===== src/hw/rtl/julia_escape_time_pixel_core_macros.svh =====
// Assertion macros for the Julia escape-time pixel core.
// Included by the modules that carry concurrent checks; expects clk_i and rst_ni in scope.
`ifndef JULIA_ESCAPE_TIME_PIXEL_CORE_MACROS_SVH
`define JULIA_ESCAPE_TIME_PIXEL_CORE_MACROS_SVH
`ifndef NO_ASSERTIONS
// same-cycle implication
`define JETP_ASSERT_IMPL(name, pre, post) \
  name: assert property (@(posedge clk_i) disable iff (!rst_ni) (pre) |-> (post)) \
    else $error("jetp check failed");
// next-cycle implication
`define JETP_ASSERT_NEXT(name, pre, post) \
  name: assert property (@(posedge clk_i) disable iff (!rst_ni) (pre) |=> (post)) \
    else $error("jetp check failed");
`else
`define JETP_ASSERT_IMPL(name, pre, post)
`define JETP_ASSERT_NEXT(name, pre, post)
`endif
`endif


===== src/hw/rtl/jetp_pkg.sv =====
// Shared types and constants for the Julia escape-time pixel core.
// No dependencies; used by every RTL file of the block.
`timescale 1ns / 1ps

package jetp_pkg;

  localparam int FRAC_BITS   = 24;
  localparam int PIX_W       = 16;              // offsets and widened pixel coords
  localparam int DIV_BITS    = PIX_W + FRAC_BITS; // quotient bits
  localparam int DIV_CNT_W   = $clog2(DIV_BITS);
  localparam int Z_W         = DIV_BITS + 2;    // signed z components
  localparam int SQ_IN_BITS  = 28;              // magnitude limit 16.0
  localparam int SQ_W        = 33;              // square, up to 256.0
  localparam int CROSS_W     = 34;              // 2*re*im magnitude
  localparam int COUNT_W     = 8;
  localparam int ITER_LIMIT  = 256;
  localparam int CFG_W       = 16;
  localparam int CFG_IDX_W   = 2;

  localparam logic signed [Z_W-1:0] C_REAL = Z_W'(4781507);
  localparam logic signed [Z_W-1:0] C_IMAG = Z_W'(167772);
  localparam logic [CROSS_W-1:0] ESCAPE_R2 = CROSS_W'(4) << FRAC_BITS;

  localparam logic [CFG_W-1:0] COLUMN_OFFSET_RST = CFG_W'(80);
  localparam logic [CFG_W-1:0] ROW_OFFSET_RST    = CFG_W'(60);
  localparam logic [CFG_W-1:0] ZOOM_DIVISOR_RST  = CFG_W'(50);

  typedef enum logic [CFG_IDX_W-1:0] {
    CFG_COLUMN_OFFSET = 2'd0,
    CFG_ROW_OFFSET    = 2'd1,
    CFG_ZOOM_DIVISOR  = 2'd2
  } cfg_idx_e;

  typedef struct packed {
    logic [CFG_W-1:0] column_offset;
    logic [CFG_W-1:0] row_offset;
    logic [CFG_W-1:0] zoom;           // zero already mapped to one
  } cfg_t;

  typedef enum logic [2:0] {
    ST_IDLE,
    ST_DIV_RE,
    ST_LOAD_IM,
    ST_DIV_IM,
    ST_LOAD_Z,
    ST_MUL,
    ST_UPD,
    ST_DONE
  } ctrl_state_e;

  typedef struct packed {
    logic load_pixel;   // latch column, start row division
    logic div_step;     // one quotient bit
    logic load_im;      // store re, start column division
    logic store_im;     // store im, clear count
    logic mul;          // register squares and cross term
    logic upd;          // form next z, bump count
  } dp_cmd_t;

  typedef struct packed {
    logic more;         // another step follows the current update
  } dp_status_t;

endpackage


===== src/hw/rtl/jetp_cfg.sv =====
// Configuration register file: offsets and zoom divisor.
// Depends on jetp_pkg.
`timescale 1ns / 1ps

module jetp_cfg (
  input  logic                          clk_i,
  input  logic                          rst_ni,
  input  logic                          cfg_valid_i,
  input  logic [jetp_pkg::CFG_IDX_W-1:0] cfg_index_i,
  input  logic [jetp_pkg::CFG_W-1:0]    cfg_data_i,
  output jetp_pkg::cfg_t                cfg_o
);

  logic [jetp_pkg::CFG_W-1:0] col_off_q, col_off_d;
  logic [jetp_pkg::CFG_W-1:0] row_off_q, row_off_d;
  logic [jetp_pkg::CFG_W-1:0] zoom_q, zoom_d;

  always_comb begin
    col_off_d = col_off_q;
    row_off_d = row_off_q;
    zoom_d    = zoom_q;
    if (cfg_valid_i) begin
      unique case (cfg_index_i)
        jetp_pkg::CFG_COLUMN_OFFSET: col_off_d = cfg_data_i;
        jetp_pkg::CFG_ROW_OFFSET:    row_off_d = cfg_data_i;
        jetp_pkg::CFG_ZOOM_DIVISOR:  zoom_d    = cfg_data_i;
        default: ;  // unmapped index, write dropped
      endcase
    end
  end

  always_ff @(posedge clk_i or negedge rst_ni) begin
    if (!rst_ni) begin
      col_off_q <= jetp_pkg::COLUMN_OFFSET_RST;
      row_off_q <= jetp_pkg::ROW_OFFSET_RST;
      zoom_q    <= jetp_pkg::ZOOM_DIVISOR_RST;
    end else begin
      col_off_q <= col_off_d;
      row_off_q <= row_off_d;
      zoom_q    <= zoom_d;
    end
  end

  assign cfg_o.column_offset = col_off_q;
  assign cfg_o.row_offset    = row_off_q;
  assign cfg_o.zoom          = (zoom_q == '0) ? jetp_pkg::CFG_W'(1) : zoom_q;

endmodule


===== config.mk =====
export PLATFORM = sky130hd
export DESIGN_NAME = jetp_cfg
export DESIGN_NICKNAME = d
export VERILOG_FILES = /design/src/hw/rtl/julia_escape_time_pixel_core_macros.svh /design/src/hw/rtl/jetp_pkg.sv /design/src/hw/rtl/jetp_cfg.sv
export SDC_FILE = /design/constraint.sdc
export NUM_CORES = 1
export LEC_CHECK = 0
export BUFFER_PORTS_ARGS = -buffer_cell sky130_fd_sc_hd__buf_2
export CAP_MARGIN = 20
export CORE_MARGIN = 2
export CORE_UTILIZATION = 35
export CTS_CLUSTER_DIAMETER = 80
export CTS_CLUSTER_SIZE = 40
export DETAILED_ROUTE_END_ITERATION = 10
export GPL_TIMING_DRIVEN = 0
export HOLD_SLACK_MARGIN = 0.03
export SLEW_MARGIN = 15
export SYNTH_ARGS = -nofsm -noshare
export SYNTH_HDL_FRONTEND = slang
export SYNTH_SLANG_ARGS = --single-unit

===== constraint.sdc =====
create_clock -name clk_i -period 0.9 [get_ports clk_i]
set_input_delay 0.09 -clock clk_i [delete_from_list [all_inputs] [get_ports clk_i]]
set_output_delay 0.09 -clock clk_i [all_outputs]
set_load 0.02 [all_outputs]

### Word level (Yosys, flattened, before mapping)

Index checks and enable logic that the tools add are counted.

| word-level totals | value |
|---|---|
| bits in registers | 48 |
| input bits | 21 |
| output and inout bits | 48 |
| logic and storage cells | 11 |

| operators by class | value |
|---|---|
| equal/unequal tests | 2 |
| mux-type cells | 1 |
| reduce and logical (&&, ||, !) cells | 5 |

Operators by type and width:

| operator | count |
|---|---|
| zero test 16 bit | 1 |
| 2-to-1 mux 16 bit | 1 |
| AND reduction 2 bit | 3 |
| == test 2 x 1 -> 1 bit, second input constant | 1 |
| == test 2 bit, second input constant | 1 |
| zero test 2 bit | 1 |

### Depth between registers and ports, before layout

| depth | value |
|---|---|
| depth after elaboration | 2 |
| gate-level depth with buffers | 3 |

### Worst setup path before layout

Ideal clock, no wire load.

| timing path | value |
|---|---|
| path kind | input-to-reg |
| start | in cfg_index_i[1] in the netlist's numbering |
| end | reg col_off_q[0] in the netlist's numbering |
| setup time | 0.125 ns |
| arrival time | 0.919 ns |
| required time | 0.775 ns |
| setup slack | -0.144 ns |
| stages on the path | 3 |
| buffers on the path | 1 |
| path through | nor3b_4 buf_6 mux2_2 |

| on the way | value |
|---|---|
| word-level cells in the longest chain between the ends | 2 |

Ends and longest elaborated chain:

| element | RTL line | source |
|---|---|---|
| start, declared | jetp_cfg.sv:9 | `input logic [jetp_pkg::CFG_IDX_W-1:0] cfg_index_i,` |
| zero test 2 bit | jetp_cfg.sv:23 | `unique case (cfg_index_i)` |
| AND reduction 2 bit (no source line) | n/a |  |
| end signal, assigned | jetp_cfg.sv:34 | `col_off_q <= jetp_pkg::COLUMN_OFFSET_RST;` |
| end signal, assigned | jetp_cfg.sv:38 | `col_off_q <= col_off_d;` |
| end, declared | jetp_cfg.sv:14 | `logic [jetp_pkg::CFG_W-1:0] col_off_q, col_off_d;` |

No other way between the ends.
A chain may end at the register's enable or synchronous reset.

==> flow_metrics.env <==
export IMPL_io_buffers=68
export IMPL_cts_tree="built"
export IMPL_p_seq_frac=0.442
export IMPL_start_util=0.368
export IMPL_combinationalPowerShare=0.374
export IMPL_antenna_found_initial=0
export IMPL_cp_required_ps=810
export IMPL_irDropWorstVdd_mv=1.17
export IMPL_synth_fp_nets=143
export IMPL_violations="hold timing, setup timing"
export IMPL_antenna_cells=0
export IMPL_hold_viol=12
export IMPL_hold_worst_slack_ps=-277
export IMPL_skew_ps=0
export IMPL_arrival_ps=1380
export IMPL_via_count=1306
export IMPL_synth_area_um2=1920
export IMPL_fin_crit_sh=1.64
export IMPL_p_sw_w=0.00204
export IMPL_synthToLayoutAreaGrowth_pct=55.7
export IMPL_drv_cap=0
export IMPL_ys_seq_elements=48
export IMPL_intPower_w=0.00464
export IMPL_status="complete, but fails checks"
export IMPL_rows=26
export IMPL_syn_area_per_cell_um2=15.7
export IMPL_pre_cts_slack_ps=-474
export IMPL_drc_errors=0
export IMPL_sw_frac_of_total=0.306
export IMPL_via_per_inst=4.61
export IMPL_post_synth_inst_count=122
export IMPL_antenna_left=0
export IMPL_critPathKind="flop to output pin"
export IMPL_leakagePower_nw=1.40
export IMPL_gp_congestion=0.695
export IMPL_regArea_um2=1210
export IMPL_cts_sinks=48
export IMPL_slew_headroom=0.702
export IMPL_timing_final_ws_setup_ps=-574
export IMPL_htreeDepth=2
export IMPL_grt_pass1_wl_um=7160
export IMPL_final_cell_area_um2=2980
export IMPL_drv_slew=0
export IMPL_cts_buffer_depth=2
export IMPL_fill_cells=443
export IMPL_io_pins=69
export IMPL_clkLatencyLatePin_ps=300
export IMPL_clk_pin_slew_ps=80
export IMPL_grt_start_max_net_pins=49
export IMPL_ys_types=12
export IMPL_yosysWarnings=0
export IMPL_globalRouteOverflowTotal=0
export IMPL_dieArea_um2=6080
export IMPL_hold_class="input pin to asynchronous set/reset pin"
export IMPL_wirelength_um=4320
export IMPL_placed_cell_area_um2=2400
export IMPL_power_density_nw_per_um2=2240
export IMPL_die_height_um=78.0
export IMPL_yosysSeqAreaShare=0.633
export IMPL_crit_fanout=2
export IMPL_coreArea_um2=5200
export IMPL_grt_pass1_vias=1453
export IMPL_period_minus_slack_ps=1470
export IMPL_multi_input_area_um2=692
export IMPL_hpwlAfterDp_um=2940
export IMPL_fmaxAchievable_ghz=0.679
export IMPL_finish_utilization=0.573
export IMPL_wl_per_cell_um=15.3
export IMPL_rsz0062_at_grt="yes"
export IMPL_startpoint_type="flop"
export IMPL_clockRootBuffer="clkbuf_8"
export IMPL_drtIter0Drc=26
export IMPL_setup_viol_count_final=52
export IMPL_first_pass_iters=4
export IMPL_p_clk_frac=0.184
export IMPL_die_x_um=78.0
export IMPL_worstMarginPinSlew_ps=447
export IMPL_grt_usage=0.151
export IMPL_fin_nets=233
export IMPL_drive_gt1_frac=0.761
export IMPL_cts_buffers=5
export IMPL_endpoint_kind="output pin"
## area by class of cell
cell class	instances	share of cell area
flip-flops and latches	48	0.406
repair buffers	89	0.281
multi-input cells	56	0.232
well taps	70	0.0294
clock buffers	8	0.0268
plain buffers	12	0.0252
## path summary, 6_finish.rpt
path	start	to	slack [ps]	cells past startpoint
hold / removal	rst_ni	col_off_q[3]$_DFFE_PN0P_	-280	1
setup / recovery	zoom_q[2]$_DFFE_PN0P_	cfg_o[0]	-570	3
min in group clk_i	cfg_data_i[2]	col_off_q[2]$_DFFE_PN0P_	50	2
setup reg to reg	zoom_q[10]$_DFFE_PN0P_	zoom_q[10]$_DFFE_PN0P_	-110	3
max in group asynchronous	rst_ni	col_off_q[6]$_DFFE_PN1P_	600	2
hold reg to reg	zoom_q[0]$_DFFE_PN0P_	zoom_q[0]$_DFFE_PN0P_	520	1
## cell usage in the layout (no fill, tap or decap), drive strengths merged
cell         instances
clkbuf              18
nor3                 1
nor3b                1
dfstp                9
mux2                48
nor4                 3
dlygate4sd3          1
nand3b               2
dfrtp               39
a41o                 1
buf                 90
## critical path, cell delays in order, from the launching register on
cell and delay [ps]:
dfrtp_1 390, nor4_2 320, a41o_1 240, buf_4 140
## power by group through the flow
stage | clock network, W | registers, W | logic (W)
detailed placement | 0 | 0.00291 | 0.00171
finish | 0.00123 | 0.00295 | 0.00250
global placement | 0 | 0.00288 | 0.00169
floorplan | 0 | 0.00321 | 0.000749
global route | 0.00139 | 0.00301 | 0.00265
CTS | 0.00127 | 0.00295 | 0.00226
## flip-flops by register name (all words and copies together), names as in the netlist
register / count
col_off_q: 16
row_off_q: 16
zoom_q: 16
## logic make-up (layout without fill, tap and decap cells)
kind of cell	Yosys count	count (layout)	synth area share
AOI/OAI and AO/OA	1	1	0.00522
buffers and inverters	18	109	0.0463
DFF	48	48	0.633
muxes	48	48	0.282
and+or+nand+nor	7	7	0.0339
## layer usage
layer  vias to the layer above  track usage  wire length (um)
li1                        593            -                 -
met1                       655        0.200              1890
met2                        54        0.247              2120
met3                         4       0.0442               280
met4                         0       0.0368                29
met5                         -            0                 0
## cells in the mapped netlist
master / number / area share
a41o_1: 1 / 0.0052
mux2_2: 48 / 0.28
buf_4: 1 / 0.0039
dfrtp_1: 39 / 0.51
nor3b_4: 1 / 0.0098
clkbuf_8: 1 / 0.0072
dfstp_2: 9 / 0.12
nor4_1: 3 / 0.0098
buf_6: 1 / 0.0059
nand3b_2: 2 / 0.012
clkbuf_1: 15 / 0.029
nor3_1: 1 / 0.0026
## through the flow
step           setup TNS [ps]  total power (W)  std cells
2_1_floorplan           -1500          0.00396        122
3_3_place_gp           -13180          0.00457        260
3_5_place_dp           -15440          0.00461        260
4_1_cts                 -5300          0.00648        277
5_1_grt                 -7280          0.00704        283
6_report                -5170          0.00668        283
## what timing repair did
item                       CTS  global route
setup buffers               12             8
setup endpoints to repair   58            58
hold endpoints to repair    39            13
resized for setup           82            30
pin swaps                    2             0
Power figures use the tool's default switching activity.
