`config.mk`:
```
export PLATFORM = sky130hd
export DESIGN_NAME = jetp_ctrl
export DESIGN_NICKNAME = d
export VERILOG_FILES = /design/src/hw/rtl/jetp_pkg.sv /design/src/hw/rtl/jetp_ctrl.sv
export VERILOG_INCLUDE_DIRS = /design/src /design/src/hw/rtl
export SDC_FILE = /design/constraint.sdc
export NUM_CORES = 1
export LEC_CHECK = 0
export BUFFER_PORTS_ARGS = -buffer_cell sky130_fd_sc_hd__buf_4
export CAP_MARGIN = 20
export CORE_AREA = 4 4 41 43
export DETAILED_ROUTE_END_ITERATION = 8
export DIE_AREA = 0 0 45 47
export HOLD_SLACK_MARGIN = 0.15
export PLACE_DENSITY = 0.56
export RECOVER_POWER = 25
export REMOVE_ABC_BUFFERS = 1
export SYNTH_ARGS = -nofsm -noshare
export SYNTH_HDL_FRONTEND = slang
export SYNTH_SLANG_ARGS = --single-unit
```
`constraint.sdc`:
```
create_clock -name clk_i -period 3.6 [get_ports clk_i]
set_input_delay 0.36 -clock clk_i [delete_from_list [all_inputs] [get_ports clk_i]]
set_output_delay 0.36 -clock clk_i [all_outputs]
set_load 0.02 [all_outputs]
```
`src/hw/rtl/julia_escape_time_pixel_core_macros.svh`:
```
// Assertion macros for the Julia escape-time pixel core.
// Included by the modules that carry concurrent checks; expects clk_i and rst_ni in scope.
`ifndef JULIA_ESCAPE_TIME_PIXEL_CORE_MACROS_SVH
`define JULIA_ESCAPE_TIME_PIXEL_CORE_MACROS_SVH
`ifndef NO_ASSERTIONS
// same-cycle implication
`define JETP_ASSERT_IMPL(name, pre, post) \
  name: assert property (@(posedge clk_i) disable iff (!rst_ni) (pre) |-> (post)) \
    else $error("jetp check failed");
// next-cycle implication
`define JETP_ASSERT_NEXT(name, pre, post) \
  name: assert property (@(posedge clk_i) disable iff (!rst_ni) (pre) |=> (post)) \
    else $error("jetp check failed");
`else
`define JETP_ASSERT_IMPL(name, pre, post)
`define JETP_ASSERT_NEXT(name, pre, post)
`endif
`endif

```
`src/hw/rtl/jetp_pkg.sv`:
```
// Shared types and constants for the Julia escape-time pixel core.
// No dependencies; used by every RTL file of the block.
`timescale 1ns / 1ps

package jetp_pkg;

  localparam int FRAC_BITS   = 24;
  localparam int PIX_W       = 16;              // offsets and widened pixel coords
  localparam int DIV_BITS    = PIX_W + FRAC_BITS; // quotient bits
  localparam int DIV_CNT_W   = $clog2(DIV_BITS);
  localparam int Z_W         = DIV_BITS + 2;    // signed z components
  localparam int SQ_IN_BITS  = 28;              // magnitude limit 16.0
  localparam int SQ_W        = 33;              // square, up to 256.0
  localparam int CROSS_W     = 34;              // 2*re*im magnitude
  localparam int COUNT_W     = 8;
  localparam int ITER_LIMIT  = 256;
  localparam int CFG_W       = 16;
  localparam int CFG_IDX_W   = 2;

  localparam logic signed [Z_W-1:0] C_REAL = Z_W'(4781507);
  localparam logic signed [Z_W-1:0] C_IMAG = Z_W'(167772);
  localparam logic [CROSS_W-1:0] ESCAPE_R2 = CROSS_W'(4) << FRAC_BITS;

  localparam logic [CFG_W-1:0] COLUMN_OFFSET_RST = CFG_W'(80);
  localparam logic [CFG_W-1:0] ROW_OFFSET_RST    = CFG_W'(60);
  localparam logic [CFG_W-1:0] ZOOM_DIVISOR_RST  = CFG_W'(50);

  typedef enum logic [CFG_IDX_W-1:0] {
    CFG_COLUMN_OFFSET = 2'd0,
    CFG_ROW_OFFSET    = 2'd1,
    CFG_ZOOM_DIVISOR  = 2'd2
  } cfg_idx_e;

  typedef struct packed {
    logic [CFG_W-1:0] column_offset;
    logic [CFG_W-1:0] row_offset;
    logic [CFG_W-1:0] zoom;           // zero already mapped to one
  } cfg_t;

  typedef enum logic [2:0] {
    ST_IDLE,
    ST_DIV_RE,
    ST_LOAD_IM,
    ST_DIV_IM,
    ST_LOAD_Z,
    ST_MUL,
    ST_UPD,
    ST_DONE
  } ctrl_state_e;

  typedef struct packed {
    logic load_pixel;   // latch column, start row division
    logic div_step;     // one quotient bit
    logic load_im;      // store re, start column division
    logic store_im;     // store im, clear count
    logic mul;          // register squares and cross term
    logic upd;          // form next z, bump count
  } dp_cmd_t;

  typedef struct packed {
    logic more;         // another step follows the current update
  } dp_status_t;

endpackage

```
`src/hw/rtl/jetp_ctrl.sv`:
```
// Sequencer for the pixel core: two divisions, then the square-and-add loop.
// Depends on jetp_pkg and the assertion macro header.
`timescale 1ns / 1ps
`include "julia_escape_time_pixel_core_macros.svh"

module jetp_ctrl (
  input  logic                 clk_i,
  input  logic                 rst_ni,
  input  logic                 start_i,
  input  jetp_pkg::dp_status_t status_i,
  output jetp_pkg::dp_cmd_t    cmd_o,
  output logic                 busy_o,
  output logic                 result_valid_o
);

  jetp_pkg::ctrl_state_e state_q, state_d;
  logic [jetp_pkg::DIV_CNT_W-1:0] div_cnt_q, div_cnt_d;
  logic div_last;

  assign div_last = (div_cnt_q == jetp_pkg::DIV_CNT_W'(jetp_pkg::DIV_BITS - 1));

  always_comb begin
    state_d = state_q;
    unique case (state_q)
      jetp_pkg::ST_IDLE:    if (start_i) state_d = jetp_pkg::ST_DIV_RE;
      jetp_pkg::ST_DIV_RE:  if (div_last) state_d = jetp_pkg::ST_LOAD_IM;
      jetp_pkg::ST_LOAD_IM: state_d = jetp_pkg::ST_DIV_IM;
      jetp_pkg::ST_DIV_IM:  if (div_last) state_d = jetp_pkg::ST_LOAD_Z;
      jetp_pkg::ST_LOAD_Z:  state_d = jetp_pkg::ST_MUL;
      jetp_pkg::ST_MUL:     state_d = jetp_pkg::ST_UPD;
      jetp_pkg::ST_UPD:     state_d = status_i.more ? jetp_pkg::ST_MUL : jetp_pkg::ST_DONE;
      jetp_pkg::ST_DONE:    state_d = jetp_pkg::ST_IDLE;
      default:              state_d = jetp_pkg::ST_IDLE;
    endcase
  end

  always_comb begin
    cmd_o          = '0;
    busy_o         = 1'b1;
    result_valid_o = 1'b0;
    div_cnt_d      = '0;
    unique case (state_q)
      jetp_pkg::ST_IDLE: begin
        busy_o           = 1'b0;
        cmd_o.load_pixel = start_i;
      end
      jetp_pkg::ST_DIV_RE, jetp_pkg::ST_DIV_IM: begin
        cmd_o.div_step = 1'b1;
        div_cnt_d      = div_last ? '0 : div_cnt_q + 1'b1;
      end
      jetp_pkg::ST_LOAD_IM: cmd_o.load_im  = 1'b1;
      jetp_pkg::ST_LOAD_Z:  cmd_o.store_im = 1'b1;
      jetp_pkg::ST_MUL:     cmd_o.mul      = 1'b1;
      jetp_pkg::ST_UPD:     cmd_o.upd      = 1'b1;
      jetp_pkg::ST_DONE:    result_valid_o = 1'b1;
      default: ;
    endcase
  end

  always_ff @(posedge clk_i or negedge rst_ni) begin
    if (!rst_ni) begin
      state_q   <= jetp_pkg::ST_IDLE;
      div_cnt_q <= '0;
    end else begin
      state_q   <= state_d;
      div_cnt_q <= div_cnt_d;
    end
  end

  `JETP_ASSERT_NEXT(a_strobe_single, result_valid_o, !result_valid_o)
  `JETP_ASSERT_NEXT(a_accept_busy, start_i && !busy_o, busy_o && cmd_o.div_step)
  `JETP_ASSERT_NEXT(a_mul_then_upd, cmd_o.mul, cmd_o.upd)

endmodule

```
# Word level (Yosys, flattened, before mapping)
# Index checks and enable logic that the tools add are counted.
dict set report word_totals {
  output_inout_bits 8
  ff_bits 9
}
dict set report op_classes {
  n_eq_ne 11
  addsub 1
  reduce_logical 3
  mux 15
}
# op n
set op_table {}
lappend op_table {{$pmux 3 s8} 1}
lappend op_table {{$eq 3x3->1 const B} 4}
lappend op_table {{$mux 6} 2}
lappend op_table {{$mux 3} 3}
lappend op_table {{$mux 1} 8}
lappend op_table {{$add 6x1->6 const B} 1}
lappend op_table {{$eq 3x2->1 const B} 2}
lappend op_table {{$eq 6x6->1 const B} 1}
lappend op_table {{$ne 2x2->1 const B} 3}
lappend op_table {{$eq 3x1->1 const B} 1}
lappend op_table {{$logic_not 3->1} 1}
lappend op_table {{$reduce_and 3->1} 1}
lappend op_table {{$mux 2} 1}
lappend op_table {{$reduce_or 2->1} 1}

# Logic depth before layout (Yosys ltp)
# Gate-level depths: netlist of run 1.
dict set report depth {
  ltp_word 3
  depth_mapped 5
  mapped_depth_nobuf 4
}

# Worst setup path before layout of run 1
# OpenSTA, ideal clock, no wires.
dict set report synth_timing {
  path_kind {register to output}
  start {register state_q[0]}
  end {output port cmd_o[5] (netlist bit)}
  slack_ns 1.941
  t_arrival_ns 1.299
  stages_incl_launch_ff 4
  path_cell_list {dfrtp_1 buf_2 or3_1 nor2_1}
}
# element line_no
set synth_rtl {}
lappend synth_rtl {{start, declared} jetp_ctrl.sv:16} ;# jetp_pkg::ctrl_state_e state_q, state_d;
lappend synth_rtl {{start signal, assigned} jetp_ctrl.sv:62} ;# state_q <= jetp_pkg::ST_IDLE;
lappend synth_rtl {{start signal, assigned} jetp_ctrl.sv:65} ;# state_q <= state_d;
lappend synth_rtl {{end, declared} jetp_ctrl.sv:11} ;# output jetp_pkg::dp_cmd_t cmd_o,

==> results of run 1 <==
[logic make-up (layout without fill, tap and decap cells)]
| group | after synthesis | count (layout) |
|---|---|---|
| AOI/OAI and AO/OA | 8 | 8 |
| and+or+nand+nor | 26 | 26 |
| buffers and inverters | 6 | 19 |
| DFF | 9 | 9 |
| adders and majority gates | 1 | 1 |
| xor gates and xnor gates | 3 | 3 |
[worst paths after layout]
path	from	to
max reg2reg	div_cnt_q[0]	state_q[0]
min	start_i	state_q[0]
max	state_q[0]	cmd_o[5]
min in group asynchronous	rst_ni	div_cnt_q[1]
min reg2reg	div_cnt_q[0]	div_cnt_q[0]
max in group asynchronous	rst_ni	state_q[0]
[stage by stage]
step | area, µm² | hold slack [ns]
after floorplan | 472 | 0.0644
after global placement | 573 | 0.190
after detailed placement | 573 | 0.189
after CTS | 609 | 0.375
after global routing | 606 | 0.373
final | 606 | 0.384
[sequential cells by signal, summed over array words and instances, names as in the netlist]
| register | count |
|---|---|
| div_cnt_q | 6 |
| state_q | 3 |
[routing by layer]
| metal | track usage | vias to the layer above | routed length, µm |
|---|---|---|---|
| met2 | 0.161 | 9 | 411 |
| met3 | 0.0345 | 2 | 45 |
| li1 | - | 206 | - |
| met4 | 0.0702 | 0 | 18 |
| met5 | 0 | - | 0 |
| met1 | 0.122 | 185 | 433 |
[repair_timing]
item / in CTS / in global routing
gates resized for setup: 0 / 0
hold buffers: 1 / 0
endpoints found under the hold margin: 9 / 0
[layout make-up]
type | instances | area [µm²] | share of cell area
clock buffer | 4 | 26.3 | 0.0434
timing repair buffer | 12 | 88.8 | 0.147
sequential | 9 | 225 | 0.372
inverter | 3 | 11.3 | 0.0186
tap | 15 | 18.8 | 0.0310
multi-input combinational | 38 | 235 | 0.388
[Yosys cell counts, drive strengths merged (2+ instances only)]
| library cell | number |
|---|---|
| a21oi | 2 |
| and3b | 2 |
| buf | 3 |
| dfrtp | 9 |
| inv | 3 |
| nand2 | 3 |
| nand2b | 2 |
| nand3 | 4 |
| nor2 | 6 |
| nor3 | 2 |
| nor3b | 2 |
| o21ai | 3 |
| or3 | 2 |
| xor2 | 2 |
[worst min-delay path: cells and delay by family]
family | cells | cell delay [ns]
AND/OR/NAND/NOR | 1 | 0.03
AO/OA/AOI/OAI | 1 | 0.12
buffers and inverters | 1 | 0.09
[power by group]
part / switching [mW] / internal (mW)
combinational: 0.00256 / 0.00239
sequential: 0 / 0.101
clock: 0.0348 / 0.0427
total: 0.0374 / 0.146
==> run metrics, run 1 <==
Slew Limit Headroom 0.689; GRT overflow 0; xor and xnor area share after synthesis 0.0540; Clock Skew around 0.00016 ns; Tot GR Track Use 0.104; placeable core area 1300 µm²; # rows 13; Critical-path top delay cell dfrtp_1; CP arrival 1.38 ns; critical path fanouts, max 10; yosys warns 0; postcts setup bufs 0; Post-synth top flop dfrtp_1; Die Wd between 40 and 50 µm; Synth Area in Simple Gates 0.290; post-DR wirelength/cell 11.2 µm; iteration-0 DRC count of the detailed router 7; fin cells 81; Buf/Inv on CP 1; Pwr Total 184 µW; Synth Cell Area 487 µm²; largest family of logic cells by synthesized area simple AND/OR/NAND/NOR gates; CTS buffer count 3; WP data required 3.24 ns; post-synth top area share 0.463; CP top delay family simple AND/OR/NAND/NOR gates; status finished, final reports clean; count of different cell masters after synthesis 24; H-tree depth 1; TritonCTS clock tree built; Area contributors post-synth dfrtp_1, nor2_1, nand3_1, and3b_1, xor2_1; clock latency on the worst-skew pair ~0.26 ns; CTS Root Cell clkbuf_4; Vias 402; Yosys reg bits 9; HP Class in2reg; die area 2120 µm²; Max Cap Viol 0; path depth of the worst reg2reg path 4; Seq/Total Area, Yosys 0.463; final hold violation count 0; critical path depth in cells 3; area grow syn2layout 24.4%; EDFF count, synth 0; Via-to-Cell Ratio 4.96; Clock transition at path regs 0.06 ns; Synth Area in Compound Gates 0.113; pre-CTS setup slack 2.13 ns; Setup violations, final 0; measured slew at the worst slew-check pin 0.467 ns; most common cell after layout, fill and taps aside buf_4; Initial Utilization 0.374; largest net degree at the start of global routing 13; Post-DRT Antenna Nets 0; hold path depth 3; first-pass GRT wire length 1.53 mm; maximum vdd drop 0.208 mV; GPL Wtd Cong 0.733; Final min period roughly 1.7 ns; Yosys top cell by area dfrtp_1; fmax 0.575 GHz; pwr dens 303 nW/µm²; startpoint types flop; cell chain of the critical path or3_1 -> nor2_1 -> buf_4; max incr delay on CP 0.47 ns; Synth Area per Inst between 9 and 10 µm²; Gate Count Post-Synth 53; Post-DP HPWL 683 µm; die height 47 µm; Routed WL 908 µm; Filler Cells Inserted 143; fin worst setup slack between 1.5 and 2 ns; Placed Instances 76; Post-synth ARST share 1.00; port buffer count 11; critical path type reg2out; Final Slew Violations 0; DR DRC count 0; Final Cycle Share 0.483; vias in the first global route 385; maximum buffer depth of the clock tree 2; post-layout util 0.465; nets 72; Ant. Diodes 0; Sum Neg Setup Slack 0 ns; reported leakage power 0.295 nW; CP Capture Type output port; I/O pins 12; Adder-Cell Fraction of Synth Area 0.0257; initial antenna violation count 0; RSZ-0062 raised after global routing false; reg2reg setup slack ~2.3 ns; first drt pass iteration count 3; mux cell area share after synthesis 0; most frequent cells in the layout buf_4, dfrtp_1, nor2_1; layout cell share with drive strength beyond 1 0.227; Sink Count 9
Power figures use the tool's default switching activity.
==> run 2, diff against run 1 <==
ABC_AREA = 1   (was default)
PLACE_DENSITY = 0.59   (was 0.56)
clock period = 1.5 ns   (was 3.6 ns; I/O delays follow)
==> run metrics, run 2 <==
status finished, final reports clean; reg2reg setup slack around 0.26 ns; Ant. Diodes 0; area grow syn2layout 27.5%; Post-synth ARST share 1.00; TritonCTS clock tree built; Adder-Cell Fraction of Synth Area 0.0254; # rows 13; Synth Area per Inst 7.23 µm²; RR Startpoint div_cnt_q[0]; reported leakage power about 0.33 nW; Filler Cells Inserted 129; Buf/Inv on CP 2; measured slew at the worst slew-check pin about 0.49 ns; most frequent cells in the layout nand2_1, nor2_1, buf_4; Largest register FFs 6; CP top delay family flip-flops; final hold violation count 0; CP Capture Type output port; postcts setup bufs 0; maximum vdd drop a little under 0.6 mV; H-tree depth 1; mux cell area share after synthesis 0; Final min period 1.36 ns; Sum Neg Setup Slack 0 ns; critical path fanouts, max 7; Area contributors post-synth dfrtp_1, nand2_1, nor2_1, inv_1, nand3_1; cell chain of the critical path inv_2 -> nand3_1 -> nor2_1 -> buf_4; largest family of logic cells by synthesized area simple AND/OR/NAND/NOR gates; RSZ-0062 raised after global routing false; Top reg by flops div_cnt_q; Routed WL 988 µm; Critical-path top delay cell dfrtp_1; CTS Root Cell clkbuf_4; Post-DP HPWL 789 µm; post-synth top area share 0.458; WP data required about 1.4 ns; Worst Hold Path EP state_q[1]; Via-to-Cell Ratio 4.69; CP arrival 1.21 ns; clock latency on the worst-skew pair 0.26 ns; path depth of the worst reg2reg path 7; Synth Cell Area 492 µm²; Slew Limit Headroom 0.673; post-DR wirelength/cell 9.98 µm; multi-input logic area 233 µm²; maximum buffer depth of the clock tree 2; r2r endpoint state_q[2]; max incr delay on CP between 0.4 and 0.5 ns; pre-CTS setup slack around 0.26 ns; hold_sp status_i; die area 2120 µm²; DR DRC count 0; GRT overflow 0; Yosys reg bits 9; nets 90; yosys warns 0; CTS buffer count 3; Clock transition at path regs 0.07 ns; iteration-0 DRC count of the detailed router 4; Gate Count Post-Synth 68; Synth Area in Simple Gates 0.372; Psw 402 µW; fmax 0.734 GHz; fin worst setup slack about 0.14 ns; largest net degree at the start of global routing 10; initial antenna violation count 0; first-pass GRT wire length 1.49 mm; Post-DRT Antenna Nets 0; Pwr Total 946 µW; post-layout util 0.482; die height 47 µm; Placed Instances 94; Die Wd 45 µm; register area 225 µm²; placeable core area 1300 µm²; Max Cap Viol 0; power share of the combinational group 0.422; EDFF count, synth 0; count of different cell masters after synthesis 17; clock share of power 0.196; Clock Skew around 0.004 ns; Synth Area in Compound Gates 0.0585; critical path type reg2out; P_int 544 µW; Sink Count 9; xor and xnor area share after synthesis 0.0178; startpoint types flop; Seq/Total Area, Yosys 0.458; top cells by instance count after synthesis nand2_1, nor2_1, dfrtp_1; first drt pass iteration count 2; Post-synth top flop dfrtp_1; switching share of power 0.425; Yosys top cell by area dfrtp_1; Initial Utilization 0.378; Vias 464; Tot GR Track Use 0.101; layout cell share with drive strength beyond 1 0.250; HP Class in2reg; biggest regs div_cnt_q: 6 flops, state_q: 3 flops; Final Slew Violations 0; GPL Wtd Cong 0.802; Final Cycle Share 0.908; vias in the first global route 372; pwr dens 1510 nW/µm²; Setup violations, final 0; port buffer count 11; fin cells ~100; Reg power frac 0.382; hold path depth 6; I/O pins 12
[run 2: cell types whose count changed after synthesis, sizes merged, moves of 3 or more]
cell	change
nand2	+15
nor2	+13
inv	+6
buf	-3
[run 2: worst reg2reg max path, stage by stage, from the launching register on]
cell and delay (ns):
dfrtp_1 0.39, ha_1 0.18, nand2_1 0.09, nor2_2 0.14, nand2_1 0.10, nand2_2 0.11, nand2_1 0.06, nor2_1 0.09
[run 2: layout make-up]
class / instances / share of cell area
Sequential cell: 9 / 0.359
Timing Repair Buffer: 12 / 0.142
Multi-Input combinational cell: 50 / 0.371
Tap cell: 15 / 0.0299
Clock inverter: 1 / 0.00798
Clock buffer: 3 / 0.0359
Inverter: 9 / 0.0539
[run 2: worst max-delay path by stage]
stage                 start          to  cells after the start
2_1_floorplan    state_q[2]    cmd_o[5]                      3
3_3_place_gp   div_cnt_q[0]  state_q[1]                      7
3_5_place_dp   div_cnt_q[0]  state_q[2]                      7
4_1_cts          state_q[2]    cmd_o[5]                      4
5_1_grt          state_q[2]    cmd_o[5]                      4
6_report         state_q[2]    cmd_o[5]                      4
[run 2: cell families (layout without fill, tap and decap cells)]
| group | Yosys count | after routing |
|---|---|---|
| buffers and inverters | 9 | 25 |
| DFF | 9 | 9 |
| and+or+nand+nor | 43 | 43 |
| xor gates and xnor gates | 1 | 1 |
| AOI/OAI and AO/OA | 5 | 5 |
| adders and majority gates | 1 | 1 |
[run 2: layer usage]
| layer | GRT usage | part of all wire | vias to the layer above |
|---|---|---|---|
| met2 | 0.158 | 0.51 | 5 |
| met1 | 0.123 | 0.45 | 214 |
| li1 | - | - | 245 |
| met5 | 0 | 0 | - |
| met4 | 0.0351 | 0 | 0 |
| met3 | 0.0460 | 0.039 | 0 |
[run 2: timing repair]
| item | 4_1_cts | 5_1_grt |
|---|---|---|
| gates resized for setup | 0 | 1 |
| setup endpoints to repair | 0 | 1 |
| hold buffers | 1 | 0 |
| hold endpoints to repair | 9 | 0 |
[run 2: stage by stage]
stage | cell area, µm² | hold WS (ns)
after global routing | 627 | 0.313
after floorplan | 492 | -0.146
after CTS | 631 | 0.241
after global placement | 593 | -0.0194
after detailed placement | 593 | -0.0204
final | 627 | 0.272
[run 2: power by group through the flow]
| stage | Combinational [mW] | Clock, mW | Sequential (mW) |
|---|---|---|---|
| final | 0.399 | 0.185 | 0.361 |
| after global routing | 0.450 | 0.203 | 0.367 |
| after CTS | 0.407 | 0.195 | 0.359 |
| after detailed placement | 0.404 | 0 | 0.364 |
| after global placement | 0.404 | 0 | 0.364 |
| after floorplan | 0.285 | 0 | 0.348 |
